`config.mk`:
```
export PLATFORM = sky130hd
export DESIGN_NAME = rtu_silence_framer
export DESIGN_NICKNAME = d
export VERILOG_FILES = /design/src/design/rsf_pkg.sv /design/src/design/rsf_gap_calc.sv /design/src/design/rsf_frame_core.sv /design/src/design/rtu_silence_framer.sv
export SDC_FILE = /design/constraint.sdc
export NUM_CORES = 1
export LEC_CHECK = 0
export ABC_CLOCK_PERIOD_IN_PS = 6700
export BUFFER_PORTS_ARGS = -buffer_cell sky130_fd_sc_hd__buf_2
export CAP_MARGIN = 20
export CELL_PAD_IN_SITES_DETAIL_PLACEMENT = 0
export CELL_PAD_IN_SITES_GLOBAL_PLACEMENT = 2
export CORE_UTILIZATION = 40
export CTS_BUF_LIST = sky130_fd_sc_hd__clkbuf_16
export CTS_CLUSTER_SIZE = 10
export DETAILED_ROUTE_END_ITERATION = 8
export HOLD_SLACK_MARGIN = 0.08
export PLACE_DENSITY = 0.88
export SLEW_MARGIN = 20
export SYNTH_ARGS = -nofsm -noshare
export SYNTH_HDL_FRONTEND = slang
export SYNTH_HIERARCHICAL = 1
export SYNTH_SLANG_ARGS = --single-unit
```
`constraint.sdc`:
```
create_clock -name clk -period 6.7 [get_ports clk]
set_clock_uncertainty 0.05 [all_clocks]
set_input_delay 0.67 -clock clk [delete_from_list [all_inputs] [get_ports clk]]
set_output_delay 0.67 -clock clk [all_outputs]
set_load 0.1 [all_outputs]
```
`src/design/rsf_pkg.sv`:
```
// rsf_pkg: shared types, register codes and gap constants for the rtu silence framer
// no dependencies; imported by every rsf module and by rtu_silence_framer
`default_nettype none

package rsf_pkg;

  // sizes fixed by the field definitions
  localparam int unsigned CFG_DATA_W      = 26;
  localparam int unsigned CFG_INDEX_W     = 3;
  localparam int unsigned GAP_W           = 26;
  localparam int unsigned BAUD_W          = 22;
  localparam int unsigned DEN_W           = BAUD_W + 1;
  localparam int unsigned NUM_W           = 28;
  localparam int unsigned BITS_W          = 5;
  localparam int unsigned MAX_FRAME_BYTES = 256;

  // gap arithmetic: gap = ceil(k * bits * 1e6 / (2 * baud)), k = 7 for 3.5, 3 for 1.5
  localparam int unsigned BAUD_FIXED_ABOVE = 19200;
  localparam int unsigned FRAME_FACTOR     = 7000000;
  localparam int unsigned CHAR_FACTOR      = 3000000;
  localparam int unsigned FIXED_FRAME_GAP  = 1750;
  localparam int unsigned FIXED_CHAR_GAP   = 750;

  // stop bit codes
  localparam logic [1:0] STOP_TWO      = 2'd2;
  localparam logic [1:0] STOP_ONE_HALF = 2'd3;

  typedef enum logic [CFG_INDEX_W-1:0] {
    REG_BAUD_RATE          = 3'd0,
    REG_DATA_BITS          = 3'd1,
    REG_PARITY_ENABLE      = 3'd2,
    REG_STOP_CODE          = 3'd3,
    REG_FRAME_GAP_OVERRIDE = 3'd4
  } rsf_reg_t;

  typedef struct packed {
    logic [BAUD_W-1:0] baud_rate;
    logic [3:0]        data_bits;
    logic              parity_enable;
    logic [1:0]        stop_code;
    logic [GAP_W-1:0]  frame_gap_override;
  } rsf_cfg_t;

  typedef struct packed {
    logic [GAP_W-1:0] frame_gap;
    logic [GAP_W-1:0] char_gap;
  } rsf_gaps_t;

  typedef struct packed {
    logic       mode;
    logic [7:0] rx_byte;
  } rsf_in_t;

  typedef struct packed {
    logic       frame_done;
    logic       gap_dropped;
    logic       overflow_dropped;
    logic [8:0] closed_length;
    logic       byte_valid;
    logic [7:0] byte_out;
    logic [7:0] byte_index;
  } rsf_out_t;

endpackage

`default_nettype wire

```
`src/design/rsf_gap_calc.sv`:
```
// rsf_gap_calc: works out the frame and character gaps from the line settings
// one shared restoring divider, one quotient bit per cycle; uses rsf_pkg
`default_nettype none

module rsf_gap_calc (
  input  wire logic              clk,
  input  wire logic              rst,
  input  wire logic              start,
  input  wire rsf_pkg::rsf_cfg_t cfg,
  output logic                   busy,
  output rsf_pkg::rsf_gaps_t     gaps
);
  import rsf_pkg::*;

  localparam int unsigned STEP_W = $clog2(NUM_W);

  typedef enum logic [1:0] {
    S_IDLE,
    S_LOAD,
    S_DIV
  } state_t;

  state_t             state;
  logic               phase;     // 0 character gap, 1 frame gap
  logic [STEP_W-1:0]  step;
  logic [DEN_W:0]     rem;
  logic [NUM_W-1:0]   quo;

  logic [BITS_W-1:0]  char_bits;
  logic [DEN_W-1:0]   den;
  logic               fixed_gaps;
  logic [NUM_W-1:0]   factor;
  logic [NUM_W-1:0]   dividend;
  logic [DEN_W:0]     rem_sh;
  logic               fits;
  logic [DEN_W:0]     rem_next;
  logic [NUM_W-1:0]   quo_next;

  always_comb begin
    char_bits = BITS_W'(1) + BITS_W'(cfg.data_bits) + BITS_W'(cfg.parity_enable)
              + ((cfg.stop_code == STOP_TWO || cfg.stop_code == STOP_ONE_HALF) ?
                 BITS_W'(2) : BITS_W'(1));
    den        = {cfg.baud_rate, 1'b0};
    fixed_gaps = (cfg.baud_rate == '0) || (cfg.baud_rate > BAUD_W'(BAUD_FIXED_ABOVE));
    factor     = phase ? NUM_W'(FRAME_FACTOR) : NUM_W'(CHAR_FACTOR);
    // adding den - 1 turns the floor quotient into a ceiling
    dividend   = NUM_W'(NUM_W'(char_bits) * factor) + NUM_W'(den) - NUM_W'(1);

    rem_sh   = {rem[DEN_W-1:0], quo[NUM_W-1]};
    fits     = rem_sh >= {1'b0, den};
    rem_next = fits ? (rem_sh - {1'b0, den}) : rem_sh;
    quo_next = {quo[NUM_W-2:0], fits};
  end

  assign busy = (state != S_IDLE);

  always_ff @(posedge clk) begin
    if (rst) begin
      state <= S_IDLE;
      phase <= 1'b0;
      step  <= '0;
    end else if (start) begin
      state <= S_LOAD;
      phase <= 1'b0;
    end else begin
      unique case (state)
        S_IDLE: begin
        end
        S_LOAD: begin
          quo   <= dividend;
          rem   <= '0;
          step  <= '0;
          state <= S_DIV;
        end
        S_DIV: begin
          quo  <= quo_next;
          rem  <= rem_next;
          step <= step + STEP_W'(1);
          if (step == STEP_W'(NUM_W - 1)) begin
            if (!phase) begin
              gaps.char_gap <= fixed_gaps ? GAP_W'(FIXED_CHAR_GAP) : quo_next[GAP_W-1:0];
              phase         <= 1'b1;
              state         <= S_LOAD;
            end else begin
              if (cfg.frame_gap_override != '0) begin
                gaps.frame_gap <= cfg.frame_gap_override;
              end else if (fixed_gaps) begin
                gaps.frame_gap <= GAP_W'(FIXED_FRAME_GAP);
              end else begin
                gaps.frame_gap <= quo_next[GAP_W-1:0];
              end
              state <= S_IDLE;
            end
          end
        end
        default: state <= S_IDLE;
      endcase
    end
  end

endmodule

`default_nettype wire

```
`src/design/rsf_frame_core.sv`:
```
// rsf_frame_core: input register, per-word framing decision and result register
// holds the open byte count and the silence counter; uses rsf_pkg
`default_nettype none

module rsf_frame_core #(
  parameter int unsigned MAX_FRAME_BYTES = rsf_pkg::MAX_FRAME_BYTES
) (
  input  wire logic               clk,
  input  wire logic               rst,
  input  wire logic               hold,
  input  wire logic               clr,
  input  wire rsf_pkg::rsf_gaps_t gaps,
  input  wire logic               in_valid,
  output logic                    in_ready,
  input  wire rsf_pkg::rsf_in_t   in_data,
  output logic                    out_valid,
  input  wire logic               out_ready,
  output rsf_pkg::rsf_out_t       out_data
);
  import rsf_pkg::*;

  localparam int unsigned CNT_W = $clog2(MAX_FRAME_BYTES + 1);

  logic             ir_valid;
  rsf_in_t          ir;
  logic [CNT_W-1:0] open_count;
  logic [GAP_W-1:0] silence_ticks;

  logic             move;
  logic [GAP_W-1:0] sil_inc;
  logic             frame_gap_hit;
  logic             char_gap_hit;
  logic [CNT_W-1:0] cnt_base;
  logic [CNT_W:0]   cnt_plus;
  logic [CNT_W-1:0] open_count_next;
  logic [GAP_W-1:0] silence_ticks_next;
  rsf_out_t         res_next;

  assign move     = ir_valid && !hold && (!out_valid || out_ready);
  assign in_ready = !hold && (!ir_valid || move);

  always_comb begin
    sil_inc       = (silence_ticks == '1) ? silence_ticks : silence_ticks + GAP_W'(1);
    frame_gap_hit = 1'b0;
    char_gap_hit  = 1'b0;
    cnt_base      = open_count;
    cnt_plus      = '0;
    res_next      = '0;

    if (ir.mode) begin
      silence_ticks_next = sil_inc;
      open_count_next    = open_count;
      if (open_count != '0 && sil_inc >= gaps.frame_gap) begin
        res_next.frame_done    = 1'b1;
        res_next.closed_length = 9'(open_count);
        open_count_next        = '0;
      end
    end else begin
      silence_ticks_next = '0;
      if (open_count != '0) begin
        frame_gap_hit = silence_ticks >= gaps.frame_gap;
        char_gap_hit  = !frame_gap_hit && (silence_ticks > gaps.char_gap);
      end
      res_next.frame_done  = frame_gap_hit;
      res_next.gap_dropped = char_gap_hit;
      if (frame_gap_hit || char_gap_hit) begin
        res_next.closed_length = 9'(open_count);
        cnt_base               = '0;
      end
      // the byte reopens a frame at index 0 when it closed the previous one
      cnt_plus = {1'b0, cnt_base} + (CNT_W+1)'(1);
      if (cnt_plus > (CNT_W+1)'(MAX_FRAME_BYTES)) begin
        res_next.overflow_dropped = 1'b1;
        res_next.closed_length    = 9'(cnt_plus);
        open_count_next           = '0;
      end else begin
        res_next.byte_valid = 1'b1;
        res_next.byte_out   = ir.rx_byte;
        res_next.byte_index = 8'(cnt_base);
        open_count_next     = cnt_plus[CNT_W-1:0];
      end
    end
  end

  always_ff @(posedge clk) begin
    if (rst) begin
      ir_valid      <= 1'b0;
      out_valid     <= 1'b0;
      open_count    <= '0;
      silence_ticks <= '0;
    end else begin
      if (in_valid && in_ready) begin
        ir_valid <= 1'b1;
      end else if (move) begin
        ir_valid <= 1'b0;
      end
      if (clr) begin
        open_count    <= '0;
        silence_ticks <= '0;
      end else if (move) begin
        open_count    <= open_count_next;
        silence_ticks <= silence_ticks_next;
      end
      if (move) begin
        out_valid <= 1'b1;
      end else if (out_ready) begin
        out_valid <= 1'b0;
      end
    end
  end

  always_ff @(posedge clk) begin
    if (in_valid && in_ready) begin
      ir <= in_data;
    end
    if (move) begin
      out_data <= res_next;
    end
  end

endmodule

`default_nettype wire

```
`src/design/rtu_silence_framer.sv`:
```
// rtu_silence_framer: top level of the serial line silence framer
// holds the line settings; instantiates rsf_gap_calc and rsf_frame_core; uses rsf_pkg
`default_nettype none

// usage
//   input channel (in_valid, in_ready, in_data): each word is either a received
//   byte (mode 0) or one elapsed microsecond (mode 1)
//   output channel (out_valid, out_ready, out_data): exactly one result word per
//   input word, in order: frame completed, fragment dropped on a character gap,
//   frame dropped on overflow, and the byte passed through with its index
//   words pass the input register, then the result register; throughput one word
//   per cycle unless held or stalled, set by the single framing stage between them
//   a stalled receiver holds the result register; the input register still takes
//   one more word, after which in_ready falls until the result is taken
//   configuration: cfg_we writes cfg_data to register cfg_index at once; a write
//   to a known register clears the open frame and the silence count and starts a
//   gap recalculation in the shared divider (two 28 step divisions plus a load
//   each), during which in_ready stays low
//   reset: settings return to 9600 baud, 8 data bits, no parity, one stop bit and
//   no override; the gaps for them are worked out in the same pass, so in_ready
//   rises when that pass ends, after rst falls

module rtu_silence_framer #(
  parameter int unsigned MAX_FRAME_BYTES = rsf_pkg::MAX_FRAME_BYTES
) (
  input  wire logic                              clk,
  input  wire logic                              rst,
  input  wire logic                              in_valid,
  output logic                                   in_ready,
  input  wire rsf_pkg::rsf_in_t                  in_data,
  output logic                                   out_valid,
  input  wire logic                              out_ready,
  output rsf_pkg::rsf_out_t                      out_data,
  input  wire logic                              cfg_we,
  input  wire logic [rsf_pkg::CFG_INDEX_W-1:0]   cfg_index,
  input  wire logic [rsf_pkg::CFG_DATA_W-1:0]    cfg_data
);
  import rsf_pkg::*;

  rsf_cfg_t  cfg;
  logic      recalc;      // gap recalculation pending, raised by reset or a write to a known register
  logic      cfg_hit;     // write to a register that exists
  logic      calc_busy;
  logic      hold;
  rsf_gaps_t gaps;

  always_comb begin
    cfg_hit = 1'b0;
    if (cfg_we) begin
      unique case (cfg_index)
        REG_BAUD_RATE, REG_DATA_BITS, REG_PARITY_ENABLE, REG_STOP_CODE,
        REG_FRAME_GAP_OVERRIDE: cfg_hit = 1'b1;
        default:                cfg_hit = 1'b0;
      endcase
    end
  end

  // settings register file; writes beyond the list are ignored
  always_ff @(posedge clk) begin
    if (rst) begin
      cfg.baud_rate          <= BAUD_W'(9600);
      cfg.data_bits          <= 4'd8;
      cfg.parity_enable      <= 1'b0;
      cfg.stop_code          <= 2'd1;
      cfg.frame_gap_override <= '0;
      recalc                 <= 1'b1;
    end else begin
      recalc <= cfg_hit;
      if (cfg_we) begin
        unique case (cfg_index)
          REG_BAUD_RATE:          cfg.baud_rate          <= cfg_data[BAUD_W-1:0];
          REG_DATA_BITS:          cfg.data_bits          <= cfg_data[3:0];
          REG_PARITY_ENABLE:      cfg.parity_enable      <= cfg_data[0];
          REG_STOP_CODE:          cfg.stop_code          <= cfg_data[1:0];
          REG_FRAME_GAP_OVERRIDE: cfg.frame_gap_override <= cfg_data[GAP_W-1:0];
          default: begin
          end
        endcase
      end
    end
  end

  // no word moves while a write lands or the gaps are being refreshed
  assign hold = cfg_we || recalc || calc_busy;

  rsf_gap_calc u_gap_calc (
    .clk   (clk),
    .rst   (rst),
    .start (recalc),
    .cfg   (cfg),
    .busy  (calc_busy),
    .gaps  (gaps)
  );

  rsf_frame_core #(
    .MAX_FRAME_BYTES (MAX_FRAME_BYTES)
  ) u_frame_core (
    .clk       (clk),
    .rst       (rst),
    .hold      (hold),
    .clr       (cfg_hit),
    .gaps      (gaps),
    .in_valid  (in_valid),
    .in_ready  (in_ready),
    .in_data   (in_data),
    .out_valid (out_valid),
    .out_ready (out_ready),
    .out_data  (out_data)
  );

endmodule

`default_nettype wire

```
==> metrics.md <==
| Metric | Value |
|---|---|
| Worst EP arrival | `around 6600 ps` |
| Total global routing overflow | `0` |
| Width of the die | `between 200 and 250 um` |
| Hold buffer count at cts | `0` |
| Fin crit share | `roughly 95%` |
| Synth warn | `6` |
| Power per standard cell area | `between 200 and 250 mW/mm2` |
| CTS tree | `done` |
| Detail Placement HPWL | `approximately 34000 um` |
| Reg2reg end | `u_gap_calc/quo[21]` |
| Peak supply drop | `roughly 0.15 mV` |
| CP startpoint | `cfg[30]` |
| Worst Path Max Fanout | `6` |
| Vias in the first global route | `approximately 13000` |
| Hold WC Path Type | `in2reg` |
| P&R area growth vs syn | `11.03%` |
| Final setup viols | `0` |
| Clock Tree Buf Depth | `3` |
| GPL Wtd Cong | `roughly 0.91` |
| Diode count | `0` |
| CTS sink count | `roughly 240` |
| Drt drc | `0` |
| Cells after Synth | `1827` |
| Initial DRC count | `approximately 670` |
| R2r startpoint | `cfg[30]` |
| Max_slew headroom | `roughly a third` |
| Mapped Nets | `~2100` |
| Setup TNS | `0 ps` |
| Final worst path period need | `6342 ps` |
| Num ports | `74` |
| Reg2Reg Depth | `21` |
| Initial core utilization | `between 40 and 50%` |
| LEAKAGE | `8.440 nW` |
| Synth Cell Area | `around 0.017 mm2` |
| Routed Antenna Nets | `0` |
| Final Max Slew Viols | `0` |
| NumNets Final | `2142` |
| Cell Rows | `75` |
| First-pass GRT wire length | `roughly 71000 um` |
| MaxCap Viol Count | `0` |
| Post-Syn Area per Cell | `9.475 um2` |
| CTS clk-pin slew, worst paths | `~50 ps` |
| Post-cts sizing count | `0` |
| Average wire per standard cell | `roughly 18 um` |
| Required time worst endpoint | `slightly below 7000 ps` |
| Setup crit end | `u_gap_calc/quo[21]` |
| Buffers on Ports | `73` |
| Worst slew pin tran | `969.5 ps` |
| Status | `finished, final reports clean` |
| Num CTS Buffers | `34` |
| Root buf cell | `clkbuf_16` |
| Largest net degree at the start of global routing | `96` |
| Clock latency on the worst-skew pair | `around 540 ps` |
| Final WL | `around 45000 um` |
| Core Area | `around 0.042 mm2` |
| Unrepaired setup endpoints after global routing | `no` |
| Post-CTS Setup Inserts | `0` |
| Maximum clock rate | `~0.16 GHz` |
| Layout cell share with drive strength beyond 1 | `a little under a tenth` |
| H-Tree Depth | `2` |
| Die height | `roughly 210 um` |
| Die area | `0.04411 mm2` |
| Crit start category | `flip-flop` |
| Critical setup path kind | `reg2reg` |
| Hold Slack | `~260 ps` |
| Vias | `approximately 13000` |
| Final Hold Fails | `0` |
| Worst hold stages | `1` |
| Vias per cell | `about 5.4` |
| DRT Pass-1 Iters | `5` |
| Initial antenna violation count | `0` |
| Total GRT Usage | `between 20% and 30%` |
| R2R Setup Slk | `between 300 and 400 ps` |
| Critical Path End Type | `flip-flop` |
[cells in the final DEF (no fill, tap or decap), types with 8 or more instances in the layout]
master	n
and2_1	37
clkbuf_16	36
o21ai_0	88
buf_4	14
nor4_1	16
and4_1	8
inv_1	212
nor2_1	110
buf_2	73
o21a_1	15
nand2b_1	90
a21oi_1	109
edfxtp_1	141
nand2_1	117
nor3_1	32
mux2i_1	72
a31oi_1	14
or3_1	10
xnor2_1	35
xor2_1	28
a211oi_1	15
ha_1	167
nand4_1	27
a21o_1	49
nand3_1	43
dfxtp_1	100
and3_1	22
o31ai_1	8
fa_1	48
nor2b_1	17
[per-layer routing]
metal,vias up,track usage (%),routed length (um)
met3,66,3.561,2057
met1,6378,25.67,19770
met2,277,35.62,21870
li1,6603,-,-
met4,0,5.739,969
met5,-,0,0
[power breakdown]
part	switching, mW	internal, mW
Combinational	0.582	0.389
Clock	0.683	0.971
Sequential	0.0215	1.63
Total	1.29	2.99
[flip-flops by register name, indices dropped and copies added (netlist names)]
name                        flops
cfg                            54
recalc                          1
u_frame_core/ir                 9
u_frame_core/ir_valid           1
u_frame_core/open_count         9
u_frame_core/out_data          29
u_frame_core/out_valid          1
u_frame_core/silence_ticks     26
u_gap_calc/gaps                52
u_gap_calc/phase                1
u_gap_calc/quo                 28
u_gap_calc/rem                 23
u_gap_calc/state                2
u_gap_calc/step                 5
[worst min-delay path by stage]
| stage | from | end | slack, ps |
|---|---|---|---|
| 2_1_floorplan | cfg[27] | cfg[27] | 400 |
| 3_3_place_gp | cfg[50] | cfg[50] | 410 |
| 3_5_place_dp | cfg[28] | cfg[28] | 420 |
| 4_1_cts | in_data[1] | u_frame_core/ir[1] | 230 |
| 5_1_grt | in_data[1] | u_frame_core/ir[1] | 240 |
| 6_report | in_data[1] | u_frame_core/ir[1] | 260 |
[area by class of cell]
cell class / count / area [um2]
clock buffer: 36 / 900.9
sequential: 241 / 6236
tap: 577 / 721.9
inverter: 204 / 765.7
timing repair buffer: 87 / 470.5
fill: 4098 / 23100
clock inverter: 26 / 127.6
multi-input combinational: 1315 / 9997
[critical path: stages (launching register included)]
cell      delay [ps]
dfxtp_1          320
ha_1             340
ha_1             310
a21o_1           190
a21oi_1          290
xnor2_1          330
inv_1            280
ha_1             250
inv_1            160
fa_1             470
fa_1             540
inv_1             60
fa_1             500
inv_1             50
ha_1             370
nand2_1           70
o21ai_0          330
nor2_1           110
a211oi_1         570
a311oi_1         220
xnor2_1          190
o21ai_0           90
[per-stage QoR]
stage | setup WS, ps | instance area, um2 | util (%) | total power, mW | cells
6_report | 358.4 | 19220 | 45.41 | 4.282 | 2486
5_1_grt | 20.96 | 19220 | 45.41 | 4.509 | 2486
4_1_cts | 465.1 | 19220 | 45.41 | 4.331 | 2486
3_5_place_dp | 467.1 | 18190 | 42.98 | 2.650 | 2424
3_3_place_gp | 577.1 | 18190 | 42.98 | 2.644 | 2424
2_1_floorplan | 830.5 | 17310 | - | 2.415 | 1827
Note: power is estimated with default switching activity, not from simulation.
